File: src/mle_pkg.sv
// ----------------------------------------------------------------------------
// mle_pkg
// Shared types and constants for the median / Laplacian edge mask pipeline.
// ----------------------------------------------------------------------------
package mle_pkg;

  localparam int PIX_W   = 17;
  localparam int THR_W   = 20;
  localparam int DIM_W   = 12;
  localparam int POS_W   = 11;
  localparam int PROD_W  = 32;
  localparam int CFG_IDX_W = 2;

  localparam int DEF_MAX_WIDTH  = 2048;
  localparam int DEF_MAX_HEIGHT = 2048;

  localparam logic [PIX_W-1:0] ONE_FX = 17'd65536;
  localparam logic [15:0] W_RED   = 16'd19595;
  localparam logic [15:0] W_GREEN = 16'd38470;
  localparam logic [15:0] W_BLUE  = 16'd7471;
  localparam logic [32:0] LUMA_ROUND = 33'd32768;

  localparam logic [CFG_IDX_W-1:0] CFG_EDGE_THRESHOLD = 2'd0;
  localparam logic [CFG_IDX_W-1:0] CFG_FRAME_WIDTH    = 2'd1;
  localparam logic [CFG_IDX_W-1:0] CFG_FRAME_HEIGHT   = 2'd2;

  localparam logic [THR_W-1:0] RST_EDGE_THRESHOLD = 20'd6554;
  localparam logic [DIM_W-1:0] RST_FRAME_WIDTH    = 12'd640;
  localparam logic [DIM_W-1:0] RST_FRAME_HEIGHT   = 12'd480;

  typedef logic [PIX_W-1:0] pix_t;
  // index = row * 3 + column, row 0 oldest line, column 2 newest pixel
  typedef pix_t [8:0] win_t;

endpackage

File: src/mle_median.sv
// ----------------------------------------------------------------------------
// mle_median
// Three-stage 3x3 median: row sort, column selects, final median of three.
// ----------------------------------------------------------------------------
module mle_median (
  input  logic          clk_i,
  input  logic          en_i,
  input  mle_pkg::win_t win_i,
  output mle_pkg::pix_t med_o
);
  import mle_pkg::*;

  function automatic pix_t min2(pix_t a, pix_t b);
    return (a < b) ? a : b;
  endfunction

  function automatic pix_t max2(pix_t a, pix_t b);
    return (a > b) ? a : b;
  endfunction

  function automatic pix_t med3(pix_t a, pix_t b, pix_t c);
    return max2(min2(a, b), min2(max2(a, b), c));
  endfunction

  pix_t lo_q [3];
  pix_t mi_q [3];
  pix_t hi_q [3];
  pix_t a_q, b_q, c_q, med_q;

  always_ff @(posedge clk_i) begin
    if (en_i) begin
      for (int r = 0; r < 3; r++) begin
        lo_q[r] <= min2(min2(win_i[r*3], win_i[r*3+1]), win_i[r*3+2]);
        mi_q[r] <= med3(win_i[r*3], win_i[r*3+1], win_i[r*3+2]);
        hi_q[r] <= max2(max2(win_i[r*3], win_i[r*3+1]), win_i[r*3+2]);
      end
      a_q   <= max2(max2(lo_q[0], lo_q[1]), lo_q[2]);
      b_q   <= med3(mi_q[0], mi_q[1], mi_q[2]);
      c_q   <= min2(min2(hi_q[0], hi_q[1]), hi_q[2]);
      med_q <= med3(a_q, b_q, c_q);
    end
  end

  assign med_o = med_q;

endmodule

File: config.mk
export PLATFORM = sky130hd
export DESIGN_NAME = mle_median
export DESIGN_NICKNAME = d
export VERILOG_FILES = /design/src/mle_pkg.sv /design/src/mle_median.sv
export SDC_FILE = /design/constraint.sdc
export NUM_CORES = 1
export LEC_CHECK = 0
export BUFFER_PORTS_ARGS = -buffer_cell sky130_fd_sc_hd__buf_4
export CORE_ASPECT_RATIO = 0.7
export CORE_MARGIN = 3
export CORE_UTILIZATION = 50
export DETAILED_ROUTE_END_ITERATION = 7
export HOLD_SLACK_MARGIN = 0.08
export PLACE_DENSITY_LB_ADDON = 0.3
export SYNTH_ARGS = -nofsm -noshare
export SYNTH_HDL_FRONTEND = slang
export SYNTH_SLANG_ARGS = --single-unit
export TNS_END_PERCENT = 30
File: constraint.sdc
create_clock -name clk_i -period 8.5 [get_ports clk_i]
set_clock_uncertainty 0.15 [all_clocks]
set_input_delay 1.7 -clock clk_i [delete_from_list [all_inputs] [get_ports clk_i]]
set_output_delay 1.7 -clock clk_i [all_outputs]
set_load 0.005 [all_outputs]
* Word-level counts from Yosys, hierarchy flattened
Memories as Yosys holds them, arrays and structs flattened.
Cells that the tools add are included.
** Storage, ports and cells
- Register bits after elaboration :: 68
- RAM bits :: 153
- Input port bits :: 155
- Output and inout bits :: 17
- Logic and storage cells :: 69
- Memories kept :: 3
** Memories
- hi_q :: words 3, width 17, rd ports 3, clocked after memory_dff 0, wr ports 3, line mle_median.sv:27 : pix_t hi_q [3];
- lo_q :: words 3, width 17, rd ports 3, clocked after memory_dff 0, wr ports 3, line mle_median.sv:25 : pix_t lo_q [3];
- mi_q :: words 3, width 17, rd ports 3, clocked after memory_dff 0, wr ports 3, line mle_median.sv:26 : pix_t mi_q [3];
** Cells by class
- $lt $le $gt $ge :: 30
- Mux-type cells :: 32
** Operator list (count)
- 17-bit 2-to-1 mux :: 30
- 17-bit > comparator :: 15
- 17-bit less-than comparator :: 15
- 1-bit 2-to-1 mux :: 2

* Longest topological paths before layout
- Depth after elaboration :: 6
- Depth in mapped cells :: 31
- Gate-level depth less buffers :: 27

* Worst setup path before layout
No wires, ideal clock.
- Path type :: input to register
- Start point :: in win_i[20] in the netlist's numbering
- End point :: mem mi_q[0][10] in the netlist's numbering (data pin)
- Setup time :: 0.261 ns
- Data arrival time :: 7.531 ns
- Required time :: 8.089 ns
- Setup slack :: 0.558 ns
- Stages on the path :: 30
- Path buffers :: 3
- Cells stage by stage :: inv_1 ha_1 a21o_1 a21oi_1 a21oi_1 o31ai_1 o211ai_1 nand2_1 mux2_2 ha_1 a21o_1 a21o_1 a21oi_1 nor2_1 a211oi_1 and2_1 buf_2 buf_1 nor2_1 a21oi_1 ha_1 nor2b_1 o21ai_0 nand2b_1 a21oi_1 o211ai_1 a21oi_1 nor2_1 clkbuf_1 a221o_1
** RTL lines
- start, declared :: line mle_median.sv:8 : input mle_pkg::win_t win_i,
- end, declared :: line mle_median.sv:26

==> results.sh <==
export IMPL_status="completed"
export IMPL_hold_path_class="register to register"
export IMPL_async_flop_share=0
export IMPL_seq_area_frac_synth=0.304
export IMPL_fin_setup_tns_ns=0
export IMPL_drive_gt1_frac=0.211
export IMPL_setup_worst_path_start="win_i[53]"
export IMPL_synth_edf_count=221
export IMPL_crit_end="mi_q[0][28]$_DFFE_PP_"
export IMPL_setup_violations=0
export IMPL_cts_resized_gates=0
export IMPL_fmax_ghz=0.125
export IMPL_cap_viol_max_count=0
export IMPL_p_per_area_mw_per_mm2=314
export IMPL_tightestPinTransition_ns=1.17
export IMPL_cts_buffers=23
export IMPL_fin_hold_ws_ns=0.434
export IMPL_clk_path_buf_depth=3
export IMPL_ant_nets=0
export IMPL_cts_tree="built"
export IMPL_r2r_start="mi_q[0][27]$_DFFE_PP_"
export IMPL_die_h_um=181
export IMPL_rsz0062_at_grt="no"
export IMPL_antenna_found_initial=1
export IMPL_syn_nets=2683
export IMPL_power_mw=7.77
export IMPL_ys_warn_count=0
export IMPL_cts_setup_buffers=0
export IMPL_crit_fanout=13
export IMPL_track_usage=0.271
export IMPL_drv_slew=0
export IMPL_routedWlPerCell_um=21.8
export IMPL_gp_congestion=0.988
export IMPL_p_leak_nw=12.4
export IMPL_worstHoldPathCells=1
export IMPL_htreeDepth=1
export IMPL_firstDrtPassIters=6
export IMPL_path_class="input port to register"
export IMPL_core_area_mm2=0.0427
export IMPL_syn_to_final_growth_pct=13.3
export IMPL_layout_nets=2869
export IMPL_cts_hold_fix_buffers=0
export IMPL_initial_utilization=0.511
export IMPL_viasPerCell=5.93
export IMPL_clk_latency_ns=0.53
export IMPL_startpoint_type="input port"
export IMPL_cp_required_ns=8.63
export IMPL_io_pins=172
export IMPL_route_detailed_drc=0
export IMPL_fp_dieW_um=256
export IMPL_avgSynthCellArea_um2=10.1
export IMPL_most_common_layout_cells="367 x ha_1, 334 x inv_1, 221 x edfxtp_1, 211 x buf_4, 202 x mux2_2"
export IMPL_r2r_slack_ns=0.57
export IMPL_fp_dieArea_mm2=0.0462
export IMPL_peakVddDrop_v=0.000274
export IMPL_worstSetupEndpointType="register"
export IMPL_diodes=0
export IMPL_portBuffers=171
export IMPL_slew_headroom=0.218
export IMPL_rows=63
export IMPL_clock_root_buffer="clkbuf_16"
export IMPL_grt_max_degree=91
export IMPL_final_common_cell="ha_1"
export IMPL_finish_utilization=0.579
export IMPL_grt_pass1_wl_mm=98.9
export IMPL_clk_pin_slew_worst_paths_ns=0.07
export IMPL_routed_wl_mm=64.3
export IMPL_clock_sinks=221
export IMPL_netlist_instances=2161
export IMPL_reg2reg_depth=26
export IMPL_grt_ovfl_total=0
export IMPL_synth_cell_types=69
export IMPL_reg2reg_to="b_q[0]$_DFFE_PP_"
export IMPL_vias=17500
export IMPL_layout_min_cycle_time_ns=7.99
export IMPL_min_period_over_period=0.940
export IMPL_netlist_area_mm2=0.0218
export IMPL_finalHoldViolations=0
export IMPL_ys_flop_type="edfxtp_1"
export IMPL_hpwl_mm=54.0
export IMPL_drt_first_iter_violations=1705
export IMPL_ys_ff_latch=221
export IMPL_grt_pass1_vias=16900
export IMPL_cp_data_arrival_time_ns=8.12
per-stage QoR:
stage | instance area (µm²) | instances | setup slack [ns]
5_1_grt | 24700 | 2947 | 0.0931
6_report | 24700 | 2947 | 0.510
3_3_place_gp | 24000 | 2907 | 0.113
4_1_cts | 24700 | 2947 | 0.599
3_5_place_dp | 24000 | 2907 | 0.0551
2_1_floorplan | 21800 | 2161 | 0.558
layer usage:
layer / share of wire / vias up / GRT usage
li1: - / 8359 / -
met1: 0.49 / 8437 / 0.425
met2: 0.42 / 636 / 0.404
met3: 0.079 / 56 / 0.0366
met4: 0.013 / 0 / 0.0365
met5: 0 / - / 0
synthesized netlist by cell type (all sizes together) (7+ instances only):
cell type  number  area share
a211oi          8      0.0030
a21o           89       0.031
a21oi         124       0.028
a221o          12      0.0055
a31oi           9      0.0026
and4            7      0.0028
buf            33      0.0099
clkbuf         21      0.0036
edfxtp        221        0.30
ha            367        0.21
inv           334       0.057
mux2          220        0.12
mux2i         195       0.090
nand2         102       0.018
nand2b          7      0.0020
nand3          38      0.0093
nand4          65       0.019
nor2           59       0.010
nor2b          19      0.0054
nor3           14      0.0032
nor4            7      0.0033
o211a          12      0.0055
o211ai          9      0.0031
o21a           16      0.0055
o21ai         107       0.025
worst max-delay path, stage by stage:
cell	delay, ns
buf_4	0.12
ha_1	0.30
a21o_1	0.16
a21o_1	0.17
a211o_1	0.31
a221o_1	0.44
o21ai_4	0.28
buf_4	0.28
mux2i_1	0.42
inv_1	0.08
ha_1	0.30
nand4_1	0.14
or2_1	0.31
o221ai_2	0.38
buf_4	0.32
mux2_4	0.35
ha_1	0.30
a21o_1	0.18
a21oi_1	0.25
o211ai_1	0.18
a31oi_1	0.20
o21ai_0	0.10
nand2_1	0.10
buf_4	0.27
mux2i_1	0.46
state kept, by name, summed over array words and instances (netlist names):
name and count:
a_q 17, b_q 17, lo_q 51, med_o 17, hi_q 51, c_q 17
mi_q 51
where the power goes:
| part | switching (mW) | total, mW | internal [mW] |
|---|---|---|---|
| clock | 0.453 | 1.05 | 0.593 |
| combinational | 2.62 | 4.77 | 2.15 |
| sequential | 0.266 | 1.96 | 1.69 |
| total | 3.34 | 7.77 | 4.43 |
cells by family after synthesis:
family,synth area share
AOI/OAI and AO/OA,0.128
muxes,0.207
buffers and inverters,0.0709
adders and majority gates,0.210
and+or+nand+nor,0.0797
DFF,0.304
area by class of cell:
cell class	count	area, µm²
flip-flops and latches	221	6640
well taps	585	732
clock inverters	14	170
clock buffers	26	587
repair buffers	215	1660
inverters	334	1250
multi-input cells	1552	13700
fillers	3651	18000
worst min path at each step:
stage / startpoint / end / slack (ns)
after floorplan: hi_q[0][50]$_DFFE_PP_ / c_q[16]$_DFFE_PP_ / 0.40
after global placement: hi_q[0][35]$_DFFE_PP_ / c_q[1]$_DFFE_PP_ / 0.41
after detailed placement: hi_q[0][35]$_DFFE_PP_ / c_q[1]$_DFFE_PP_ / 0.42
after CTS: hi_q[0][36]$_DFFE_PP_ / c_q[2]$_DFFE_PP_ / 0.43
after global routing: hi_q[0][35]$_DFFE_PP_ / c_q[1]$_DFFE_PP_ / 0.46
final: hi_q[0][36]$_DFFE_PP_ / c_q[2]$_DFFE_PP_ / 0.43
No activity file was read; power rests on OpenSTA's default activity.
