==> config.mk <==
export PLATFORM = sky130hd
export DESIGN_NAME = mle_laplace
export DESIGN_NICKNAME = d
export VERILOG_FILES = /design/src/mle_pkg.sv /design/src/mle_laplace.sv
export SDC_FILE = /design/constraint.sdc
export NUM_CORES = 1
export LEC_CHECK = 0
export BUFFER_PORTS_ARGS = -buffer_cell sky130_fd_sc_hd__clkbuf_2
export CAP_MARGIN = 20
export CORE_MARGIN = 3
export CORE_UTILIZATION = 43
export DETAILED_ROUTE_END_ITERATION = 12
export PLACE_DENSITY = 0.67
export SKIP_CTS_REPAIR_TIMING = 1
export SYNTH_ARGS = -nofsm -noshare
export SYNTH_HDL_FRONTEND = slang
export SYNTH_SLANG_ARGS = --single-unit
==> constraint.sdc <==
create_clock -name clk_i -period 6.9 [get_ports clk_i]
set_clock_uncertainty 0.15 [all_clocks]
set_input_delay 1.035 -clock clk_i [delete_from_list [all_inputs] [get_ports clk_i]]
set_output_delay 1.035 -clock clk_i [all_outputs]
set_load 0.01 [all_outputs]
==> src/mle_pkg.sv <==
// ----------------------------------------------------------------------------
// mle_pkg
// Shared types and constants for the median / Laplacian edge mask pipeline.
// ----------------------------------------------------------------------------
package mle_pkg;

  localparam int PIX_W   = 17;
  localparam int THR_W   = 20;
  localparam int DIM_W   = 12;
  localparam int POS_W   = 11;
  localparam int PROD_W  = 32;
  localparam int CFG_IDX_W = 2;

  localparam int DEF_MAX_WIDTH  = 2048;
  localparam int DEF_MAX_HEIGHT = 2048;

  localparam logic [PIX_W-1:0] ONE_FX = 17'd65536;
  localparam logic [15:0] W_RED   = 16'd19595;
  localparam logic [15:0] W_GREEN = 16'd38470;
  localparam logic [15:0] W_BLUE  = 16'd7471;
  localparam logic [32:0] LUMA_ROUND = 33'd32768;

  localparam logic [CFG_IDX_W-1:0] CFG_EDGE_THRESHOLD = 2'd0;
  localparam logic [CFG_IDX_W-1:0] CFG_FRAME_WIDTH    = 2'd1;
  localparam logic [CFG_IDX_W-1:0] CFG_FRAME_HEIGHT   = 2'd2;

  localparam logic [THR_W-1:0] RST_EDGE_THRESHOLD = 20'd6554;
  localparam logic [DIM_W-1:0] RST_FRAME_WIDTH    = 12'd640;
  localparam logic [DIM_W-1:0] RST_FRAME_HEIGHT   = 12'd480;

  typedef logic [PIX_W-1:0] pix_t;
  // index = row * 3 + column, row 0 oldest line, column 2 newest pixel
  typedef pix_t [8:0] win_t;

endpackage

==> src/mle_laplace.sv <==
// ----------------------------------------------------------------------------
// mle_laplace
// 8-neighbour Laplacian: registered partial sums, then magnitude compare.
// ----------------------------------------------------------------------------
module mle_laplace (
  input  logic                      clk_i,
  input  logic                      en_i,
  input  mle_pkg::win_t             win_i,
  input  logic [mle_pkg::THR_W-1:0] thr_i,
  output logic                      edge_o
);
  import mle_pkg::*;

  logic [PIX_W+2:0] c8_q, sa_q, sb_q;
  logic [PIX_W+3:0] d, mag;

  always_ff @(posedge clk_i) begin
    if (en_i) begin
      c8_q <= {win_i[4], 3'b000};
      sa_q <= 20'(win_i[0]) + 20'(win_i[1]) + 20'(win_i[2]) + 20'(win_i[3]);
      sb_q <= 20'(win_i[5]) + 20'(win_i[6]) + 20'(win_i[7]) + 20'(win_i[8]);
    end
  end

  assign d      = {1'b0, c8_q} - ({1'b0, sa_q} + {1'b0, sb_q});
  assign mag    = d[PIX_W+3] ? (~d + 21'd1) : d;
  assign edge_o = mag >= {1'b0, thr_i};

endmodule

# Word-level counts from Yosys, hierarchy flattened
# Index checks and enable logic that the tools add are counted.
dict set report totals {
  reg_bits 57
  in_bits 175
  output_inout_bits 1
  wordCells 15
}
dict set report classes {
  addsub 9
  order_cmp 1
  mux 1
  bitwise_logic 1
}
# operator count
set ops {}
lappend ops {{$add 19x17->20} 2}
lappend ops {{$add 18x17->19} 2}
lappend ops {{$add 17x17->18} 2}
lappend ops {{$add 20x20->21} 1}
lappend ops {{$add 21x1->21 const B} 1}
lappend ops {{$ge 21x20->1} 1}
lappend ops {{$mux 21} 1}
lappend ops {{$not 21->21} 1}
lappend ops {{$sub 20x21->21} 1}

# Depth between registers and ports, before layout
# Gate-level depths: netlist (run 1).
dict set report depth {
  ltp_word 6
  mapped_depth 22
  ltp_nobuf 20
}

# Worst setup path before layout (run 1)
# OpenSTA, ideal clock, no wires.
dict set report synth_timing {
  path_kind {flip-flop to output port}
  start {reg sa_q[1]}
  end {out edge_o}
  arrival_time_ns 4.093
  t_required_ns 5.715
  path_slack_ns 1.622
  stages_incl_launch_ff 17
  n_path_buf 0
  path_cell_list {edfxtp_1 -> ha_1 -> inv_1 -> ha_1 -> fa_1 -> a211oi_4 -> o211ai_2 -> a31oi_1 -> xnor2_1 -> nor4_4 -> nand4_2 -> o41ai_2 -> xnor2_1 -> ha_1 -> or4_1 -> o32ai_1 -> o41ai_2}
}
dict set report synth_via {
  elab_chain_len 6
}
# item line_no
set synth_lines {}
lappend synth_lines {{from (decl)} mle_laplace.sv:14} ;# logic [PIX_W+2:0] c8_q, sa_q, sb_q;
lappend synth_lines {{from (signal assigned)} mle_laplace.sv:20} ;# sa_q <= 20'(win_i[0]) + 20'(win_i[1]) + 20'(win_i[2]) + 20'(win_i[3]);
lappend synth_lines {{$add 20x20->21 (*)} mle_laplace.sv:25} ;# assign d = {1'b0, c8_q} - ({1'b0, sa_q} + {1'b0, sb_q});
lappend synth_lines {{$sub 20x21->21 (*)} mle_laplace.sv:25}
lappend synth_lines {{$not 21->21} mle_laplace.sv:26} ;# assign mag = d[PIX_W+3] ? (~d + 21'd1) : d;
lappend synth_lines {{$add 21x1->21} mle_laplace.sv:26}
lappend synth_lines {{$mux 21 (*)} mle_laplace.sv:26}
lappend synth_lines {{$ge 21x20->1 (*)} mle_laplace.sv:27} ;# assign edge_o = mag >= {1'b0, thr_i};
lappend synth_lines {{to (decl)} mle_laplace.sv:10} ;# output logic edge_o
# Mark *: on every way between the ends. The rest lies on a longest branch, timed or not.

# Final worst setup path (run 1)
dict set report layout_timing {
  start {reg sa_q[3]}
  end {out edge_o}
}
# The elaborated chain is that of the path after synthesis.

==> results of run 1 <==
-- per-layer routing --
metal | share of wire | routed length, um | global-route usage | vias up
met5 | 0 | 0 | 0 | -
met4 | 0.012 | 170 | 0.0403 | 0
met3 | 0.041 | 604 | 0.0171 | 8
met2 | 0.49 | 7220 | 0.292 | 133
met1 | 0.46 | 6750 | 0.233 | 2498
li1 | - | - | - | 2777
-- sequential cells by signal, summed over array words and instances (netlist names) --
name	count
sa_q	19
sb_q	19
c8_q	17
-- worst max-delay path, delay by kind of cell, from the launching register on --
| family | cells | cell delay, ps |
|---|---|---|
| AOI/OAI and AO/OA | 10 | 2110 |
| adders and majority gates | 3 | 1310 |
| and+or+nand+nor | 4 | 470 |
| DFF | 1 | 400 |
| buffers and inverters | 2 | 200 |
| xor gates and xnor gates | 1 | 180 |
-- path summary, 6_finish.rpt --
path	endpoint	slack, ps	cells after the start
worst max-delay path	edge_o	750	20
worst min-delay path	c8_q[16]$_DFFE_PP_	770	1
-- stage by stage --
step | area (um2) | util
final | 8430 | 0.525
after global routing | 8430 | 0.525
after detailed placement | 8240 | 0.513
after floorplan | 7150 | -
after global placement | 8240 | 0.513
after CTS | 8430 | 0.525
-- area by class of cell --
| cell class | instances | area (um2) | share of cell area |
|---|---|---|---|
| Clock inverter | 2 | 60.1 | 0.00712 |
| Inverter | 87 | 327 | 0.0387 |
| Sequential cell | 55 | 1650 | 0.196 |
| Timing Repair Buffer | 176 | 883 | 0.105 |
| Clock buffer | 6 | 129 | 0.0153 |
| Multi-Input combinational cell | 541 | 5110 | 0.606 |
| Tap cell | 216 | 270 | 0.0321 |
-- cells by family (layout without fill, tap and decap cells) --
group           Yosys count  in the layout
fa+ha+maj               164            164
compound gates          147            147
simple gates            176            176
mux                       3              3
buf+inv                  97            271
flops                    55             55
xor+xnor                 51             51
-- cells in the final DEF, fill, tap and decap left out, types with 28 or more instances in the layout --
cell type,synthesis,routed
ha_1,79,79
xnor2_1,37,37
edfxtp_1,55,55
nand2_1,34,34
fa_1,85,85
clkbuf_2,0,175
o21ai_0,28,28
inv_1,87,87
nor2_1,43,43
a21oi_1,39,39
==> impl_metrics.tcl, run 1 <==
set metrics [dict create \
    cp.arrival_ps 4970 \
    crit_slowest_cell "o21ai_0" \
    synth_most_common_cell "inv_1" \
    avgViaCountPerCell 5.00 \
    synth-simple-area-share 0.130 \
    num_vias 5416 \
    maxCapViolations 0 \
    ant_nets 0 \
    syn_inst 693 \
    synth_edf_count 55 \
    hold_class "in2reg" \
    synthArstFlopShare 0 \
    cp-end-kind "output pin" \
    fin_ws_ps 747 \
    rows 46 \
    worst_slew_pin_slew_ps 872 \
    cts-root-buf "clkbuf_16" \
    synth_xor_area_frac 0.0624 \
    drt_wl_total_um 14700 \
    syn_nets 1032 \
    antenna_found_initial 0 \
    fmax_mhz 163 \
    ys_seq_area_frac 0.231 \
    place_congestion 0.781 \
    synth_cell_types 65 \
    io_buffers 175 \
    gr-total-overflow 0 \
    synth_top_family_by_area "adder cells" \
    finalCritPeriodShare 0.892 \
    min_period_ps 6150 \
    firstDrtPassIters 4 \
    grt_max_degree 56 \
    fin_tns_setup_ps 0 \
    synth_compound_area_frac 0.142 \
    hold_ws_ps 765 \
    synth.area.mux_share 0.00420 \
    hold_viol 0 \
    n_fill_cell 1465 \
    crit_fanout 8 \
    drc 0 \
    grt_usage 0.170 \
    cp_cell_sequence "fa_1 -> inv_1 -> ha_1 -> o21ai_1 -> o21ai_1 -> a31oi_1 -> nand3_1 -> nand3_1 -> o21ai_0 -> nor2_1 -> xor2_1 -> ha_1 -> a21o_1 -> a21oi_1 -> nor2b_1 -> o21ai_0 -> a31oi_1 -> o32ai_1 -> o41ai_2 -> clkbuf_2" \
    drtIter0Drc 195 \
    status "complete, no violations" \
    pin_count 176 \
    dieArea_um2 18200 \
    cts_buffers 5 \
    crit_start "sa_q[3]$_DFFE_PP_" \
    n_antenna_cell 0 \
    synth_area_leaders "fa_1, edfxtp_1, ha_1, inv_1, xnor2_1" \
    synthAdderAreaFrac 0.376 \
    start_util 0.445 \
    critical_path_class "reg2out" \
    yosysWarnings 0 \
    nets 1205 \
    syn-mean-instance-area_um2 10.3 \
    dp_slack_ps 1060 \
    dieHeight_um 135 \
    place_inst 1075 \
    rsz0062_at_grt "no" \
    slew_headroom 0.417 \
    syn_to_final_growth_pct 17.9 \
    grt_pass1_wl_um 25300 \
    cts.sinks 55 \
    tritoncts "built" \
    netlist_area_um2 7150 \
    cp_slowest_stage_delay_ps 570 \
    maxSlewViolCount 0 \
    start_kind "register" \
    die_x_um 135 \
    ys.flop_type "edfxtp_1" \
    clockBufferDepth 2 \
    path_clk_slew_ps 60 \
    final_layout_size_suffix_gt1_frac 0.235 \
    htreeDepth 2 \
    synth_seq_cells 55 \
    synth_top_area_frac 0.238 \
    setup_viol 0 \
    hp-start "win_i[81]" \
    synth.top_cells.by_count "inv_1, fa_1, ha_1" \
    cp.required_ps 5710 \
    core_area_um2 16100 \
    wire_per_inst_um 13.6 \
    yosysTopAreaCell "fa_1" \
    grt_pass1_vias 5623 \
    final_cells 1083 \
    post-dp-hpwl_um 13000 \
]
Power of run 1 is not shown: default switching activity piles up to over one toggle a cycle in this logic, so the estimate is an artifact.
==> run 2: changes to the inputs <==
ABC_AREA = 1   (was default)
PLACE_DENSITY = 0.66   (was 0.67)
SKIP_LAST_GASP = 1   (was default)
==> run 2 against run 1 <==
Area after synthesis is 4.0% higher. Wire length is 5.6% higher. Synthesized cell count is 25% higher. Non-clock buffer count unchanged.
==> impl_metrics.tcl, run 2 <==
set metrics [dict create \
    status "complete, no violations" \
    synthArstFlopShare 0 \
    clockBufferDepth 2 \
    cts.sinks 55 \
    ys.flop_type "edfxtp_1" \
    layout_common_cells "nand2_1, clkbuf_2, inv_1" \
    syn_inst 867 \
    hold_viol 0 \
    n_antenna_cell 0 \
    cp_slowest_stage_delay_ps 740 \
    reg.largest.list "sa_q (19), sb_q (19), c8_q (17)" \
    synth.top_cells.by_count "nand2_1, inv_1, fa_1" \
    wl_met1_um 6830 \
    wl_met2_um 7620 \
    hp-start "win_i[83]" \
    worst_slew_pin_slew_ps 921 \
    cp-end-kind "output pin" \
    drc 0 \
    final_cells 1269 \
    setup_viol 0 \
    crit_buf_inv 6 \
    synth_seq_cells 55 \
    dieHeight_um 138 \
    syn-mean-instance-area_um2 8.58 \
    grt_pass1_wl_um 26600 \
    synth_area_leaders "fa_1, edfxtp_1, ha_1, nand2_1, inv_1" \
    antenna_found_initial 0 \
    io_buffers 175 \
    grt_max_degree 56 \
    drtIter0Drc 285 \
    wire_per_inst_um 12.3 \
    cp.arrival_ps 4760 \
    nets 1387 \
    routed.top_layer "met4" \
    slew_headroom 0.386 \
    htreeDepth 2 \
    netlist_area_um2 7440 \
    fin_tns_setup_ps 0 \
    critical_path_class "reg2out" \
    cts-root-buf "clkbuf_16" \
    post-route-util 0.523 \
    ys_seq_area_frac 0.222 \
    dieArea_um2 18900 \
    finalCritPeriodShare 0.862 \
    crit_family "simple AND/OR/NAND/NOR gates" \
    num_vias 6063 \
    final_layout_size_suffix_gt1_frac 0.214 \
    min_period_ps 5940 \
    final_common_cell "nand2_1" \
    synth_most_common_cell "nand2_1" \
    crit_top_cell "nand2_1" \
    fmax_mhz 168 \
    cts_buffers 5 \
    syn_nets 1206 \
    pin_count 176 \
    min_to "c8_q[18]$_DFFE_PP_" \
    die_x_um 138 \
    post-dp-hpwl_um 14100 \
    maxSlewViolCount 0 \
    rows 47 \
    avgViaCountPerCell 4.78 \
    dr_wl_met3_um 855 \
    syn_to_final_growth_pct 17.7 \
    yosysTopAreaCell "fa_1" \
    crit_slowest_cell "a21oi_2" \
    cp.required_ps 5710 \
    synth_cell_types 38 \
    hold_class "in2reg" \
    start_util 0.444 \
    tritoncts "built" \
    path_clk_slew_ps 70 \
    synth_edf_count 55 \
    firstDrtPassIters 4 \
    holdPathStages 1 \
    synth_top_area_frac 0.229 \
    gr-total-overflow 0 \
    start_kind "register" \
    grt_usage 0.175 \
    grt_pass1_vias 6170 \
    crit_fanout 22 \
    place_congestion 0.864 \
    drt_wl_total_um 15600 \
    rsz0062_at_grt "no" \
    core_area_um2 16800 \
    yosysWarnings 0 \
    place_inst 1261 \
    maxCapViolations 0 \
    ant_nets 0 \
]
==> run 2: worst max path at each step <==
stage / to / from / depth (start not counted)
after CTS: edge_o / sa_q[3]$_DFFE_PP_ / 32
after floorplan: edge_o / sa_q[1]$_DFFE_PP_ / 29
after global placement: edge_o / c8_q[3]$_DFFE_PP_ / 33
after global routing: edge_o / sa_q[7]$_DFFE_PP_ / 30
after detailed placement: edge_o / sa_q[3]$_DFFE_PP_ / 32
final: edge_o / sa_q[3]$_DFFE_PP_ / 32
==> run 2: cell type report <==
cell class | instances | area, um2
clock buffer | 5 | 125
tap | 220 | 275
multi-input combinational | 649 | 5170
timing repair buffer | 176 | 883
inverter | 161 | 604
sequential | 55 | 1650
clock inverter | 3 | 46.3
fill | 1600 | 8000
==> run 2: kinds of logic (layout without fill, tap and decap cells) <==
logic type | after synthesis | in the layout | share of synthesized area
AND/OR/NAND/NOR | 343 | 343 | 0.209
XOR/XNOR | 41 | 41 | 0.0493
flip-flops | 55 | 55 | 0.222
AO/OA/AOI/OAI | 101 | 101 | 0.0753
buffers and inverters | 163 | 345 | 0.0829
adder cells (fa/ha/maj) | 164 | 164 | 0.362
==> run 2: layer usage <==
layer  vias up  global-route usage
met5         -                   0
met4         0              0.0405
met3        15              0.0289
met2       138               0.322
met1      2760               0.214
li1       3150                   -
==> run 2: through the flow <==
step	hold WS (ps)	instance area (um2)	worst slack, ps
2_1_floorplan	984	7440	2190
3_3_place_gp	1060	8590	1340
3_5_place_dp	1060	8590	1240
4_1_cts	745	8760	909
5_1_grt	743	8760	427
6_report	754	8760	955
Power of run 2 is left out for the same reason.
==> run 3: changes to the inputs <==
PLACE_DENSITY = 0.73   (was 0.66)
clock period = 4.95 ns   (was 6.9 ns; I/O delays follow)
==> run 3 against run 2 <==
The flow now finishes with violations (negative setup slack). Die area is the same. Cell count grew 0.87%. Clock-buffer cell count is the same. Core utilization grew 2.5 points. Final area grew 4.7%. Critical endpoint unchanged. Largest cell class unchanged. Highest routed layer unchanged.
==> impl_metrics.tcl, run 3 (synthesized netlist as in run 2, its figures left out) <==
set metrics [dict create \
    status "finished with violations" \
    violations "negative setup slack" \
    start_kind "register" \
    wire_per_inst_um 13.2 \
    finalCritPeriodShare 1.01 \
    n_fill_cell 1524 \
    seq_area_um2 1650 \
    place_congestion 0.858 \
    grt_max_degree 37 \
    setup_viol 1 \
    grt_usage 0.183 \
    path_clk_slew_ps 70 \
    min_period_ps 5020 \
    hold_ws_ps 470 \
    final_common_cell "nand2_1" \
    grt_pass1_vias 6307 \
    htreeDepth 2 \
    avgViaCountPerCell 4.86 \
    multiInputGateArea_um2 5490 \
    reg.largest.list "sa_q (19), sb_q (19), c8_q (17)" \
    min_to "c8_q[13]$_DFFE_PP_" \
    hold_viol 0 \
    rsz0062_at_grt "yes" \
    pin_count 176 \
    cts.sinks 55 \
    crit_fanout 10 \
    holdPathStages 1 \
    tritoncts "built" \
    final_layout_size_suffix_gt1_frac 0.271 \
    core_area_um2 16800 \
    nets 1398 \
    rows 47 \
    fin_tns_setup_ps -65.6 \
    gr-total-overflow 0 \
    fin_ws_ps -65.6 \
    crit_slowest_cell "fa_1" \
    die_x_um 138 \
    final_cells 1280 \
    cp.arrival_ps 4120 \
    worst_slew_pin_slew_ps 476 \
    ant_nets 0 \
    cts_buffers 5 \
    cp.required_ps 4060 \
    cp_slowest_stage_delay_ps 470 \
    cp-end-kind "output pin" \
    maxCapViolations 0 \
    clockBufferDepth 2 \
    n_antenna_cell 0 \
    place_inst 1263 \
    layout_common_cells "nand2_1, clkbuf_2, inv_1" \
    firstDrtPassIters 5 \
    hold_class "in2reg" \
    slew_headroom 0.682 \
    dieArea_um2 18900 \
    hp-start "win_i[78]" \
    start_util 0.444 \
    post-dp-hpwl_um 14700 \
    cts-root-buf "clkbuf_16" \
    crit_top_cell "nand2_1" \
    num_vias 6221 \
    drc 0 \
    syn_to_final_growth_pct 23.3 \
    io_buffers 175 \
    critical_path_class "reg2out" \
    drt_wl_total_um 16900 \
    maxSlewViolCount 0 \
    fmax_mhz 199 \
    drtIter0Drc 208 \
    grt_pass1_wl_um 27700 \
    dieHeight_um 138 \
    antenna_found_initial 0 \
]
[run 3: layer usage]
metal / vias up / share of wire / GRT usage
met5: - / 0 / 0
met4: 0 / 0.019 / 0.0427
met3: 20 / 0.057 / 0.0310
met2: 172 / 0.51 / 0.339
met1: 2856 / 0.41 / 0.221
li1: 3173 / - / -
[run 3: worst max path at each step]
stage	start	end	slack, ps	cells after the start
after global placement	sa_q[1]$_DFFE_PP_	edge_o	140	30
after CTS	sb_q[1]$_DFFE_PP_	edge_o	-300	30
final	sa_q[9]$_DFFE_PP_	edge_o	-70	31
after floorplan	sa_q[1]$_DFFE_PP_	edge_o	530	29
after global routing	sa_q[9]$_DFFE_PP_	edge_o	-360	31
after detailed placement	sb_q[1]$_DFFE_PP_	edge_o	30	30
[run 3: stage by stage]
step           area (um2)  worst slack, ps  utilization
6_report             9170            -65.6        0.547
5_1_grt              9170             -362        0.547
4_1_cts              8760             -303        0.523
3_5_place_dp         8610             26.4        0.514
3_3_place_gp         8610              136        0.514
2_1_floorplan        7440              535            -
[run 3: critical path, delay by kind of cell (launching register included)]
kind | cells | cell delay, ps
and+or+nand+nor | 19 | 1340
adders and majority gates | 3 | 1040
buffers and inverters | 6 | 540
AOI/OAI and AO/OA | 2 | 380
DFF | 1 | 370
xor gates and xnor gates | 1 | 150
[run 3: cell type report]
type                            instances  share of cell area
Multi-Input combinational cell        649               0.599
Sequential cell                        55               0.180
Timing Repair Buffer                  187               0.109
Inverter                              161              0.0662
Tap cell                              220              0.0300
Clock buffer                            5              0.0136
Clock inverter                          3             0.00259
Power of run 3 is left out for the same reason.
